<file path="config.mk">
export PLATFORM = sky130hd
export DESIGN_NAME = music_notation_note_parser
export DESIGN_NICKNAME = d
export VERILOG_FILES = /design/src/mnp_pkg.sv /design/src/mnp_datapath.sv /design/src/mnp_ctrl.sv /design/src/music_notation_note_parser.sv
export SDC_FILE = /design/constraint.sdc
export NUM_CORES = 1
export LEC_CHECK = 0
export BUFFER_PORTS_ARGS = -buffer_cell sky130_fd_sc_hd__buf_2
export CAP_MARGIN = 15
export CORE_ASPECT_RATIO = 0.6
export CORE_MARGIN = 2
export CORE_UTILIZATION = 45
export CTS_CLUSTER_DIAMETER = 50
export DETAILED_ROUTE_END_ITERATION = 12
export PLACE_DENSITY_LB_ADDON = 0.3
export SLEW_MARGIN = 20
export SYNTH_ARGS = -nofsm -noshare
export SYNTH_HDL_FRONTEND = slang
export SYNTH_SLANG_ARGS = --single-unit
</file>
<file path="constraint.sdc">
create_clock -name aclk -period 8 [get_ports aclk]
set_clock_uncertainty 0.2 [all_clocks]
set_input_delay 0.8 -clock aclk [delete_from_list [all_inputs] [get_ports aclk]]
set_output_delay 0.8 -clock aclk [all_outputs]
set_load 0.03 [all_outputs]
</file>
<file path="src/mnp_pkg.sv">
// Shared types, constants and pitch tables for the note parser.
// Used by mnp_ctrl, mnp_datapath and music_notation_note_parser.
// No dependencies.
package mnp_pkg;

    localparam int FREQ_FRAC_BITS = 8;

    localparam int SYM_W     = 8;
    localparam int KIND_W    = 2;
    localparam int FREQ_W    = 24;
    localparam int DUR_W     = 20;
    localparam int UNIT_W    = 16;
    localparam int OCTAVE_W  = 4;
    localparam int LEN_W     = 4;
    localparam int LETTER_W  = 3;
    localparam int PITCH_W   = 26;
    localparam int EXP_W     = 7;
    localparam int REM_W     = LEN_W;

    // Shift limits of the frequency scaling.
    localparam int LSH_MAX    = FREQ_W;
    localparam int RSH_MAX    = 40;
    localparam int LSH_W      = PITCH_W + LSH_MAX;
    localparam int RND_W      = RSH_MAX + 2;
    localparam int LSH_AMT_W  = $clog2(LSH_MAX + 1);
    localparam int RSH_AMT_W  = $clog2(RSH_MAX + 1);

    // One quotient bit per division step.
    localparam int DIV_STEPS = DUR_W;
    localparam int CNT_W     = $clog2(DIV_STEPS + 1);

    // APB register map.
    localparam int PADDR_W     = 3;
    localparam int DATA_W      = 32;
    localparam int REG_SEL_BIT = 2;
    localparam logic REG_BASE_OCTAVE = 1'b0;
    localparam logic REG_UNIT_LENGTH = 1'b1;

    localparam logic [OCTAVE_W-1:0] BASE_OCTAVE_RST = OCTAVE_W'(4);
    localparam logic [UNIT_W-1:0]   UNIT_LENGTH_RST = UNIT_W'(250);

    localparam logic [FREQ_W-1:0] FREQ_MAX = '1;

    // Exponent offset: octave 4 is the table octave, table is Q16.
    localparam logic [EXP_W-1:0] EXP_BIAS = EXP_W'(FREQ_FRAC_BITS - 16 - 4);

    // Event kinds.
    localparam logic [KIND_W-1:0] EV_TONE = 2'd0;
    localparam logic [KIND_W-1:0] EV_REST = 2'd1;
    localparam logic [KIND_W-1:0] EV_END  = 2'd2;

    // Octave marks and accidentals.
    localparam logic [1:0] OCT_NONE  = 2'd0;
    localparam logic [1:0] OCT_UP    = 2'd1;
    localparam logic [1:0] OCT_DOWN  = 2'd2;
    localparam logic [1:0] ACC_NONE  = 2'd0;
    localparam logic [1:0] ACC_SHARP = 2'd1;
    localparam logic [1:0] ACC_FLAT  = 2'd2;

    // ASCII characters of the notation.
    localparam logic [SYM_W-1:0] CH_COMMA = 8'h2C;  // ,
    localparam logic [SYM_W-1:0] CH_QUOTE = 8'h27;  // '
    localparam logic [SYM_W-1:0] CH_CARET = 8'h5E;  // ^
    localparam logic [SYM_W-1:0] CH_UNDER = 8'h5F;  // _
    localparam logic [SYM_W-1:0] CH_SLASH = 8'h2F;  // /
    localparam logic [SYM_W-1:0] CH_ZERO  = 8'h30;  // 0
    localparam logic [SYM_W-1:0] CH_NINE  = 8'h39;  // 9
    localparam logic [SYM_W-1:0] CH_UP_A  = 8'h41;  // A
    localparam logic [SYM_W-1:0] CH_UP_G  = 8'h47;  // G
    localparam logic [SYM_W-1:0] CH_LO_A  = 8'h61;  // a
    localparam logic [SYM_W-1:0] CH_LO_G  = 8'h67;  // g
    localparam logic [SYM_W-1:0] CH_REST_Z = 8'h7A; // z
    localparam logic [SYM_W-1:0] CH_REST_X = 8'h78; // x

    localparam logic [LEN_W-1:0] DEN_HALF    = LEN_W'(2);
    localparam logic [LEN_W-1:0] DEN_QUARTER = LEN_W'(4);

    // 2^(1/12) in Q30.
    localparam logic [63:0] HALF_Q30 = 64'd1137589835;

    function automatic logic [63:0] sharp_q16(input logic [63:0] q);
        return (q * HALF_Q30 + (64'd1 << 29)) >> 30;
    endfunction

    function automatic logic [63:0] flat_q16(input logic [63:0] q);
        return ((q << 30) + HALF_Q30 / 2) / HALF_Q30;
    endfunction

    // Octave-4 natural pitches of A..G in Q16.
    localparam logic [63:0] PITCH_Q16 [7] = '{
        64'd28835840, 64'd32367136, 64'd17145893, 64'd19245614,
        64'd21602472, 64'd22887021, 64'd25689813
    };

    localparam logic [63:0] PITCH_SHARP [7] = '{
        sharp_q16(64'd28835840), sharp_q16(64'd32367136), sharp_q16(64'd17145893),
        sharp_q16(64'd19245614), sharp_q16(64'd21602472), sharp_q16(64'd22887021),
        sharp_q16(64'd25689813)
    };

    localparam logic [63:0] PITCH_FLAT [7] = '{
        flat_q16(64'd28835840), flat_q16(64'd32367136), flat_q16(64'd17145893),
        flat_q16(64'd19245614), flat_q16(64'd21602472), flat_q16(64'd22887021),
        flat_q16(64'd25689813)
    };

    function automatic logic [PITCH_W-1:0] pitch_lookup(
        input logic [LETTER_W-1:0] letter,
        input logic [1:0]          acc
    );
        logic [LETTER_W-1:0] idx;
        logic [63:0]         v;
        // Letter index seven wraps to A.
        idx = (letter == LETTER_W'(7)) ? '0 : letter;
        case (acc)
            ACC_SHARP: v = PITCH_SHARP[idx];
            ACC_FLAT:  v = PITCH_FLAT[idx];
            default:   v = PITCH_Q16[idx];
        endcase
        return v[PITCH_W-1:0];
    endfunction

    typedef enum logic [5:0] {
        PH_IDLE   = 6'b000001,
        PH_LETTER = 6'b000010,
        PH_OCT    = 6'b000100,
        PH_ACC    = 6'b001000,
        PH_NUM    = 6'b010000,
        PH_SLASH  = 6'b100000
    } phase_t;

    typedef struct packed {
        phase_t              phase;
        logic                rest;
        logic [LETTER_W-1:0] letter;
        logic                lower;
        logic [1:0]          oct;
        logic [1:0]          acc;
        logic [LEN_W-1:0]    num;
        logic [LEN_W-1:0]    den;
    } parse_state_t;

    localparam parse_state_t PARSE_CLEAR = '{
        phase:  PH_IDLE,
        rest:   1'b0,
        letter: '0,
        lower:  1'b0,
        oct:    OCT_NONE,
        acc:    ACC_NONE,
        num:    LEN_W'(1),
        den:    LEN_W'(1)
    };

    typedef struct packed {
        logic take;
        logic decode;
        logic div_step;
        logic load_note;
        logic load_end;
    } mnp_cmd_t;

    typedef struct packed {
        logic dec_pend;
        logic dec_end;
        logic end_pend;
        logic div_done;
        logic out_full;
    } mnp_status_t;

endpackage

</file>
<file path="src/mnp_datapath.sv">
// Parser state, character decode, pitch scaling, duration divider and
// the result register. Depends on mnp_pkg; driven by mnp_ctrl.
module mnp_datapath
    import mnp_pkg::*;
(
    input  logic                 aclk,
    input  logic                 aresetn,
    input  logic [SYM_W-1:0]     s_symbol,
    input  logic                 s_new_song,
    input  logic [OCTAVE_W-1:0]  base_octave,
    input  logic [UNIT_W-1:0]    unit_length_ms,
    input  mnp_cmd_t             cmd,
    output mnp_status_t          status,
    output logic                 m_valid,
    input  logic                 m_ready,
    output logic [KIND_W-1:0]    m_event_kind,
    output logic [FREQ_W-1:0]    m_frequency,
    output logic [DUR_W-1:0]     m_duration_ms,
    output logic                 m_last_of_run
);

    // Parser state.
    parse_state_t          ps_reg, ps_next;
    logic                  song_ended_reg, song_ended_next;
    logic [SYM_W-1:0]      sym_reg;

    // Snapshot of the note being emitted.
    logic [PITCH_W-1:0]    wq_reg;
    logic [EXP_W-1:0]      we_reg;
    logic                  wrest_reg;
    logic                  wden_zero_reg;
    logic [LEN_W-1:0]      wden_reg;
    logic                  end_pend_reg;
    logic [DUR_W-1:0]      quot_reg, quot_next;
    logic [REM_W-1:0]      rem_reg, rem_next;
    logic [CNT_W-1:0]      cnt_reg;
    logic [FREQ_W-1:0]     freq_reg, freq_next;

    // Result register.
    logic                  out_valid_reg;
    logic [KIND_W-1:0]     out_kind_reg;
    logic [FREQ_W-1:0]     out_freq_reg;
    logic [DUR_W-1:0]      out_dur_reg;
    logic                  out_last_reg;

    // Decode signals.
    logic                  is_digit;
    logic [LEN_W-1:0]      digit_val;
    logic                  used;
    logic                  dec_pend;
    logic                  dec_end;
    logic [LEN_W-1:0]      den_eff;
    logic [EXP_W-1:0]      oct_adj;
    logic [EXP_W-1:0]      exp_calc;
    logic [DUR_W-1:0]      prod;

    // Scaling and division signals.
    logic [LSH_W-1:0]      lsh;
    logic [RND_W-1:0]      rnd;
    logic [EXP_W-1:0]      r_mag;
    logic [RSH_AMT_W-1:0]  rsh;
    logic [REM_W:0]        rem_sh;

    assign is_digit  = (sym_reg >= CH_ZERO) && (sym_reg <= CH_NINE);
    assign digit_val = sym_reg[LEN_W-1:0];

    always_comb begin
        ps_next         = ps_reg;
        song_ended_next = song_ended_reg;
        used            = 1'b0;
        dec_pend        = 1'b0;
        dec_end         = 1'b0;
        den_eff         = ps_reg.den;
        if (!song_ended_reg) begin
            if (ps_reg.phase != PH_IDLE) begin
                if (ps_reg.phase == PH_LETTER &&
                    (sym_reg == CH_COMMA || sym_reg == CH_QUOTE)) begin
                    ps_next.oct   = (sym_reg == CH_QUOTE) ? OCT_UP : OCT_DOWN;
                    ps_next.phase = PH_OCT;
                    used          = 1'b1;
                end else if ((ps_reg.phase == PH_LETTER || ps_reg.phase == PH_OCT) &&
                             (sym_reg == CH_CARET || sym_reg == CH_UNDER)) begin
                    ps_next.acc   = (sym_reg == CH_CARET) ? ACC_SHARP : ACC_FLAT;
                    ps_next.phase = PH_ACC;
                    used          = 1'b1;
                end else if ((ps_reg.phase == PH_LETTER || ps_reg.phase == PH_OCT ||
                              ps_reg.phase == PH_ACC) && is_digit) begin
                    ps_next.num   = digit_val;
                    ps_next.phase = PH_NUM;
                    used          = 1'b1;
                end else if ((ps_reg.phase == PH_LETTER || ps_reg.phase == PH_OCT ||
                              ps_reg.phase == PH_ACC || ps_reg.phase == PH_NUM) &&
                             sym_reg == CH_SLASH) begin
                    ps_next.den   = DEN_HALF;
                    ps_next.phase = PH_SLASH;
                    used          = 1'b1;
                end else if (ps_reg.phase == PH_SLASH &&
                             (sym_reg == CH_SLASH || is_digit)) begin
                    // The denominator completes the note, so it goes out now.
                    den_eff  = (sym_reg == CH_SLASH) ? DEN_QUARTER : digit_val;
                    dec_pend = 1'b1;
                    ps_next  = PARSE_CLEAR;
                    used     = 1'b1;
                end
                if (!used) begin
                    dec_pend = 1'b1;
                    ps_next  = PARSE_CLEAR;
                end
            end
            if (!used) begin
                if (sym_reg >= CH_UP_A && sym_reg <= CH_UP_G) begin
                    ps_next.letter = LETTER_W'(sym_reg - CH_UP_A);
                    ps_next.lower  = 1'b0;
                    ps_next.phase  = PH_LETTER;
                end else if (sym_reg >= CH_LO_A && sym_reg <= CH_LO_G) begin
                    ps_next.letter = LETTER_W'(sym_reg - CH_LO_A);
                    ps_next.lower  = 1'b1;
                    ps_next.phase  = PH_LETTER;
                end else if (sym_reg == CH_REST_Z || sym_reg == CH_REST_X) begin
                    ps_next.rest   = 1'b1;
                    ps_next.phase  = PH_ACC;
                end else begin
                    dec_end         = 1'b1;
                    song_ended_next = 1'b1;
                    ps_next         = PARSE_CLEAR;
                end
            end
        end
    end

    always_comb begin
        case (ps_reg.oct)
            OCT_UP:   oct_adj = EXP_W'(1);
            OCT_DOWN: oct_adj = '1;
            default:  oct_adj = '0;
        endcase
        exp_calc = EXP_W'(base_octave) + EXP_W'(ps_reg.lower) + oct_adj + EXP_BIAS;
        prod     = DUR_W'(unit_length_ms) * DUR_W'(ps_reg.num);
    end

    // Scale the Q16 pitch by 2^exponent; a right shift rounds half up.
    always_comb begin
        lsh   = LSH_W'(wq_reg) << we_reg[LSH_AMT_W-1:0];
        r_mag = -we_reg;
        rsh   = r_mag[RSH_AMT_W-1:0];
        rnd   = (RND_W'(wq_reg) + (RND_W'(1) << (rsh - 1'b1))) >> rsh;
        if (!we_reg[EXP_W-1]) begin
            if (we_reg > EXP_W'(LSH_MAX)) begin
                freq_next = (wq_reg != '0) ? FREQ_MAX : '0;
            end else if (lsh[LSH_W-1:FREQ_W] != '0) begin
                freq_next = FREQ_MAX;
            end else begin
                freq_next = lsh[FREQ_W-1:0];
            end
        end else begin
            if (r_mag > EXP_W'(RSH_MAX)) begin
                freq_next = '0;
            end else if (rnd[RND_W-1:FREQ_W] != '0) begin
                freq_next = FREQ_MAX;
            end else begin
                freq_next = rnd[FREQ_W-1:0];
            end
        end
    end

    // Restoring division, one quotient bit per step.
    always_comb begin
        rem_sh = {rem_reg, quot_reg[DUR_W-1]};
        if (rem_sh >= {1'b0, wden_reg}) begin
            rem_next  = REM_W'(rem_sh - {1'b0, wden_reg});
            quot_next = {quot_reg[DUR_W-2:0], 1'b1};
        end else begin
            rem_next  = rem_sh[REM_W-1:0];
            quot_next = {quot_reg[DUR_W-2:0], 1'b0};
        end
    end

    always_ff @(posedge aclk) begin
        if (!aresetn) begin
            ps_reg         <= PARSE_CLEAR;
            song_ended_reg <= 1'b0;
            end_pend_reg   <= 1'b0;
            cnt_reg        <= '0;
            out_valid_reg  <= 1'b0;
        end else begin
            if (cmd.take) begin
                sym_reg <= s_symbol;
                if (s_new_song) begin
                    ps_reg         <= PARSE_CLEAR;
                    song_ended_reg <= 1'b0;
                end
            end
            if (cmd.decode) begin
                ps_reg         <= ps_next;
                song_ended_reg <= song_ended_next;
                end_pend_reg   <= dec_end;
                wq_reg         <= pitch_lookup(ps_reg.letter, ps_reg.acc);
                we_reg         <= exp_calc;
                wrest_reg      <= ps_reg.rest;
                wden_reg       <= den_eff;
                wden_zero_reg  <= (den_eff == '0);
                quot_reg       <= prod;
                rem_reg        <= '0;
                cnt_reg        <= '0;
            end
            if (cmd.div_step) begin
                quot_reg <= quot_next;
                rem_reg  <= rem_next;
                cnt_reg  <= cnt_reg + 1'b1;
                freq_reg <= freq_next;
            end
            if (cmd.load_note) begin
                out_valid_reg <= 1'b1;
                out_kind_reg  <= wrest_reg ? EV_REST : EV_TONE;
                out_freq_reg  <= wrest_reg ? '0 : freq_reg;
                out_dur_reg   <= wden_zero_reg ? '0 : quot_reg;
                out_last_reg  <= !end_pend_reg;
            end else if (cmd.load_end) begin
                out_valid_reg <= 1'b1;
                out_kind_reg  <= EV_END;
                out_freq_reg  <= '0;
                out_dur_reg   <= '0;
                out_last_reg  <= 1'b1;
            end else if (m_ready) begin
                out_valid_reg <= 1'b0;
            end
        end
    end

    assign status.dec_pend = dec_pend;
    assign status.dec_end  = dec_end;
    assign status.end_pend = end_pend_reg;
    assign status.div_done = (cnt_reg == CNT_W'(DIV_STEPS));
    assign status.out_full = out_valid_reg;

    assign m_valid       = out_valid_reg;
    assign m_event_kind  = out_kind_reg;
    assign m_frequency   = out_freq_reg;
    assign m_duration_ms = out_dur_reg;
    assign m_last_of_run = out_last_reg;

    a_no_overwrite: assert property (@(posedge aclk) disable iff (!aresetn)
        (cmd.load_note || cmd.load_end) |-> !out_valid_reg)
        else $error("result register loaded while still full");

    a_cnt_range: assert property (@(posedge aclk) disable iff (!aresetn)
        cnt_reg <= CNT_W'(DIV_STEPS))
        else $error("division step count overran");

    a_end_last: assert property (@(posedge aclk) disable iff (!aresetn)
        cmd.load_end |=> (m_last_of_run && m_event_kind == EV_END))
        else $error("end event is not the last item of its run");

endmodule

</file>
<file path="src/mnp_ctrl.sv">
// Sequencer of the note parser: takes an item, decodes it, runs the
// divider and loads up to two results. Depends on mnp_pkg.
module mnp_ctrl
    import mnp_pkg::*;
(
    input  logic        aclk,
    input  logic        aresetn,
    input  logic        s_valid,
    output logic        s_ready,
    input  mnp_status_t status,
    output mnp_cmd_t    cmd
);

    typedef enum logic [4:0] {
        ST_IDLE   = 5'b00001,
        ST_DECODE = 5'b00010,
        ST_DIV    = 5'b00100,
        ST_NOTE   = 5'b01000,
        ST_END    = 5'b10000
    } ctrl_state_t;

    ctrl_state_t state_reg, state_next;

    always_comb begin
        state_next = state_reg;
        cmd        = '0;
        s_ready    = 1'b0;
        case (state_reg)
            ST_IDLE: begin
                s_ready  = 1'b1;
                cmd.take = s_valid;
                if (s_valid) begin
                    state_next = ST_DECODE;
                end
            end
            ST_DECODE: begin
                cmd.decode = 1'b1;
                if (status.dec_pend) begin
                    state_next = ST_DIV;
                end else if (status.dec_end) begin
                    state_next = ST_END;
                end else begin
                    state_next = ST_IDLE;
                end
            end
            ST_DIV: begin
                if (status.div_done) begin
                    state_next = ST_NOTE;
                end else begin
                    cmd.div_step = 1'b1;
                end
            end
            ST_NOTE: begin
                if (!status.out_full) begin
                    cmd.load_note = 1'b1;
                    state_next    = status.end_pend ? ST_END : ST_IDLE;
                end
            end
            ST_END: begin
                if (!status.out_full) begin
                    cmd.load_end = 1'b1;
                    state_next   = ST_IDLE;
                end
            end
            default: begin
                state_next = ST_IDLE;
            end
        endcase
    end

    always_ff @(posedge aclk) begin
        if (!aresetn) begin
            state_reg <= ST_IDLE;
        end else begin
            state_reg <= state_next;
        end
    end

    a_take_decodes: assert property (@(posedge aclk) disable iff (!aresetn)
        (s_valid && s_ready) |=> (state_reg == ST_DECODE))
        else $error("accepted item was not decoded next");

    a_end_follows: assert property (@(posedge aclk) disable iff (!aresetn)
        (cmd.load_note && status.end_pend) |=> (state_reg == ST_END))
        else $error("end event after a note was dropped");

    a_state_onehot: assert property (@(posedge aclk) disable iff (!aresetn)
        $onehot(state_reg))
        else $error("sequencer state is not one-hot");

endmodule

</file>
<file path="src/music_notation_note_parser.sv">
// Top level of the note parser: APB register file, sequencer and datapath.
// Depends on mnp_pkg, mnp_ctrl and mnp_datapath.
//
//   Port group   Direction  Handshake        Content
//   s_*          in         s_valid/s_ready  one song character per item
//   m_*          out        m_valid/m_ready  one note, rest or end event per item
//   APB          in/out     psel/penable     base_octave at 0x0, unit_length_ms at 0x4
//
// An item that emits nothing is taken and decoded; one that emits only an end
// event then also loads it; one that emits a note runs the bit-serial duration
// divider before the note is loaded, and then the end event if one follows.
// The result register holds a finished result while the next item is taken.
// Reset is synchronous and active low; it clears the parser and song end flag.
// A stalled result delays the next result load, and no item is taken meanwhile.
module music_notation_note_parser
    import mnp_pkg::*;
(
    input  logic                aclk,
    input  logic                aresetn,

    input  logic                s_valid,
    output logic                s_ready,
    input  logic [SYM_W-1:0]    s_symbol,
    input  logic                s_new_song,

    output logic                m_valid,
    input  logic                m_ready,
    output logic [KIND_W-1:0]   m_event_kind,
    output logic [FREQ_W-1:0]   m_frequency,
    output logic [DUR_W-1:0]    m_duration_ms,
    output logic                m_last_of_run,

    input  logic                psel,
    input  logic                penable,
    input  logic                pwrite,
    input  logic [PADDR_W-1:0]  paddr,
    input  logic [DATA_W-1:0]   pwdata,
    output logic [DATA_W-1:0]   prdata,
    output logic                pready
);

    logic [OCTAVE_W-1:0] base_octave_reg;
    logic [UNIT_W-1:0]   unit_length_reg;
    logic                cfg_wr;
    mnp_cmd_t            cmd;
    mnp_status_t         status;

    assign pready = 1'b1;
    assign cfg_wr = psel && penable && pwrite;

    always_ff @(posedge aclk) begin
        if (!aresetn) begin
            base_octave_reg <= BASE_OCTAVE_RST;
            unit_length_reg <= UNIT_LENGTH_RST;
        end else if (cfg_wr) begin
            case (paddr[REG_SEL_BIT])
                REG_BASE_OCTAVE: base_octave_reg <= pwdata[OCTAVE_W-1:0];
                REG_UNIT_LENGTH: unit_length_reg <= pwdata[UNIT_W-1:0];
                default: begin
                end
            endcase
        end
    end

    always_comb begin
        case (paddr[REG_SEL_BIT])
            REG_BASE_OCTAVE: prdata = DATA_W'(base_octave_reg);
            REG_UNIT_LENGTH: prdata = DATA_W'(unit_length_reg);
            default:         prdata = '0;
        endcase
    end

    mnp_ctrl u_ctrl (
        .aclk    (aclk),
        .aresetn (aresetn),
        .s_valid (s_valid),
        .s_ready (s_ready),
        .status  (status),
        .cmd     (cmd)
    );

    mnp_datapath u_datapath (
        .aclk           (aclk),
        .aresetn        (aresetn),
        .s_symbol       (s_symbol),
        .s_new_song     (s_new_song),
        .base_octave    (base_octave_reg),
        .unit_length_ms (unit_length_reg),
        .cmd            (cmd),
        .status         (status),
        .m_valid        (m_valid),
        .m_ready        (m_ready),
        .m_event_kind   (m_event_kind),
        .m_frequency    (m_frequency),
        .m_duration_ms  (m_duration_ms),
        .m_last_of_run  (m_last_of_run)
    );

endmodule
</file>
==> Flow_metrics.wiki <==
{| class="wikitable"
! Metric !! Value
|-
| Run status || finished clean
|-
| Share of post-route cells with drive strength above 1 || between 10% and 20%
|-
| Wire length after detailed routing || between 60 and 70 mm
|-
| Die span in y || about 160 um
|-
| Buffers inserted by post-CTS timing repair || 0
|-
| Async set or reset register ratio after synthesis || 0%
|-
| Portion of the clock cycle consumed by the worst path in the final layout || 94.3%
|-
| Most area-consuming cells after synthesis || edfxtp_1 (24%), dfxtp_1 (6.2%), ha_1 (6.2%)
|-
| Number of synthesized register bits || between 150 and 200
|-
| Gate count after technology mapping || 2,141
|-
| Standard-cell row count || 56
|-
| Final count of pins violating max slew || 0
|-
| Routed metal-1 wire length || between 30 and 40 mm
|-
| Share of Yosys cell area claimed by the top area cell type || a little under a quarter
|-
| Post-synth EDFFs || roughly 140
|-
| Type of origin of the critical path || register
|-
| Sinks on Clock Net || slightly below 200
|-
| TritonCTS clock tree || built
|-
| Critical path class || reg2reg
|-
| Clock slew seen by the registers of the worst setup and hold paths || approximately 0.080 ns
|-
| Max Buffers Root-to-Sink || 2
|-
| Antenna violations before repair || 1
|-
| Power density over the cells || 113 mW/mm^2
|-
| Prevailing post-synth register cell || edfxtp_1
|-
| Die Outline Area || ~0.042 sq mm
|-
| Time the final worst path needs with I/O delays and setup || approximately 7.5 ns
|-
| Clock Tree Root || clkbuf_16
|-
| Final design area excluding fillers || between 0.015 and 0.02 sq mm
|-
| Fill cells || 3,782
|-
| Number of max-cap violations || 0
|-
| Maximum VDD drop || ~0.00014 V
|-
| Nets || around 2,300
|-
| Clock insertion delay at the later pin of the skew report || 0.48 ns
|-
| Deepest level of the CTS H-tree || 4
|-
| Worst Hold Path Cells || 2
|-
| Cell leakage power || between 0.007 and 0.008 uW
|-
| HPWL reported at the end of detailed placement || between 40 and 50 mm
|-
| Flip-flop count of the largest register, all copies and words added || 26
|-
| Area taken by flip-flops and latches || about 0.0054 sq mm
|-
| Core occupancy in the finished layout || 49.7%
|-
| Inserted Clock Buffers || 17
|-
| Relative slew slack || around 33%
|-
| Setup violations, final || 0
|-
| Type of the tightest min-delay check || reg2reg
|-
| Post-DP Area || approximately 0.019 sq mm
|-
| Iteration-0 DRC Markers || between 2,000 and 2,500
|-
| Unrepaired setup endpoints after global routing || no
|-
| Transition time at the pin with the least slew margin || about 1.0 ns
|-
| Netlist area before placement || about 0.018 sq mm
|-
| Post-synthesis to final-layout area growth || 7.98%
|-
| Port Buf Inserts || 97
|-
| Leading cell type by number of instances after synthesis || nand2_1
|-
| Gates resized, CTS repair || 0
|-
| Total Neg Setup Slack || 0 ns
|-
| Commonest cells in the netlist || nand2_1 (246), nor2_1 (206), a21oi_1 (152)
|-
| Dominant cell type by area after synthesis || edfxtp_1
|-
| Sum of met2 wire segment lengths after detailed routing || around 22 mm
|-
| Ports || 133
|-
| Arr. time, crit path || ~7.4 ns
|-
| Detailed-route DRC error count || 0
|-
| 1st-pass router iterations || 6
|-
| Area of the multi-input gates || ~0.012 sq mm
|-
| Placement-stage worst setup slack || roughly 0.94 ns
|-
| WL met3 || around 8.6 mm
|-
| Mapped Avg Cell Area || between 8 and 9 sq um
|-
| Final Hold Vio Count || 0
|-
| Number of inserted diodes || 0
|-
| Hold-fix buffers, CTS || 0
|-
| Die Wd || ~260 um
|-
| Highest net fanout along the worst path || 21
|-
| Sequential-to-total area share from yosys stat || approximately 30%
|-
| Critical Path End Type || register
|-
| Worst Slack Setup Final || approximately 0.46 ns
|-
| Overflow left after global routing || 0
|-
| Global-route wire length before repair || between 90 and 100 mm
|-
| Via Count || 17,321
|-
| Average routed wire per standard cell || 22.7 um
|-
| Starting Density || 46.0%
|-
| Top achievable clock speed || around 130 MHz
|-
| Top routing layer in use || met5
|-
| Routability-driven placement congestion ratio || 1.04
|-
| Yosys warning total || 0
|-
| Number of global-route vias before repair || 15,361
|-
| Netlist cell types || 99
|-
| Data required time at the worst endpoint || around 7.9 ns
|-
| Maximum number of pins on one net before global-route repair || 59
|-
| Count of antenna-violating nets left after detailed routing || 0
|-
| Post-layout power || ~2200 uW
|-
| Total routing resource utilization after global routing || roughly 29%
|-
| Area inside the core boundary || approximately 0.04 sq mm
|-
| Per-cell via count in the routed design || 6.44
|-
| FF-to-FF path depth || 22
|}
[final timing paths]
check / endpoint / slack (ns) / startpoint
setup / recovery: u_datapath.freq_reg[17]$_DFFE_PP_ / 0.46 / u_datapath.we_reg[0]$_DFFE_PP_
hold / removal: u_datapath.ps_reg[2]$_SDFFE_PN0P_ / 0.24 / u_datapath.ps_reg[2]$_SDFFE_PN0P_
setup reg to reg: u_datapath.freq_reg[17]$_DFFE_PP_ / 0.46 / u_datapath.we_reg[0]$_DFFE_PP_
hold reg to reg: u_datapath.ps_reg[2]$_SDFFE_PN0P_ / 0.24 / u_datapath.ps_reg[2]$_SDFFE_PN0P_
[stage by stage]
stage / std cells / hold slack (ns)
finish: 2690 / 0.237
global route: 2690 / 0.248
CTS: 2689 / 0.238
detailed placement: 2657 / 0.226
global placement: 2657 / 0.222
floorplan: 2156 / 0.209
[cells by family (layout without fill, tap and decap cells)]
| logic type | count (synthesis) | in the layout | share of synthesized area [%] |
|---|---|---|---|
| AND/OR/NAND/NOR | 845 | 845 | 22.6 |
| adder cells (fa/ha/maj) | 121 | 121 | 9.70 |
| other | 2 | 17 | 0.0415 |
| buffers and inverters | 239 | 251 | 5.58 |
| multiplexers | 107 | 107 | 8.17 |
| AO/OA/AOI/OAI | 574 | 574 | 21.4 |
| flip-flops | 198 | 198 | 29.8 |
| XOR/XNOR | 55 | 55 | 2.71 |
[placed cells by master (no fill, tap or decap), drive strengths merged, types with 21 or more instances in the layout]
cell type	netlist	routed
mux4	29	29
mux2i	46	46
inv	83	91
nor3	61	61
nand2	246	246
buf	48	134
and2	91	91
nor2	206	206
nand4	21	21
fa	32	32
xor2	29	29
dfxtp	56	56
or3	28	28
o21a	21	21
edfxtp	142	142
a21o	27	27
o21ai	108	108
nand3	67	67
ha	89	89
a22oi	22	22
o211ai	33	33
nand2b	23	23
a211oi	41	41
mux2	32	32
a21oi	152	152
xnor2	26	26
[metal layers]
metal	vias up	global-route usage (%)
met1	8403	47.2
met3	64	11.1
met5	-	3.15
met2	981	33.7
li1	7869	-
met4	4	4.31
[cell type report]
class | instances | share of cell area (%)
multi-input combinational | 1719 | 60.4
clock buffer | 18 | 2.20
sequential | 198 | 27.6
timing repair buffer | 134 | 4.01
tap | 522 | 3.34
clock inverter | 14 | 0.788
inverter | 85 | 1.63
[worst max-delay path, stage by stage, from the launching register on]
cell and delay, ns:
edfxtp_1 0.39, buf_4 0.23, inv_2 0.31, ha_1 0.36
inv_1 0.15, xnor2_1 0.24, o211ai_1 0.48, and3_1 0.44
nand3_1 0.33, nor2_1 0.23, ha_1 0.33, nand2_1 0.09
o21ai_1 0.47, a211oi_1 0.11, o21ai_0 0.54, o31a_1 0.29
mux2i_1 0.32, o311ai_1 0.24, o31ai_2 0.40, nand3_2 0.18
o31ai_4 0.25, buf_4 0.26, o211ai_1 0.31
[power breakdown]
| part | switching [uW] | internal (uW) |
|---|---|---|
| Clock | 470 | 420 |
| Sequential | 16.8 | 1100 |
| Combinational | 139 | 67.0 |
No activity file was read; power rests on OpenSTA's default activity.
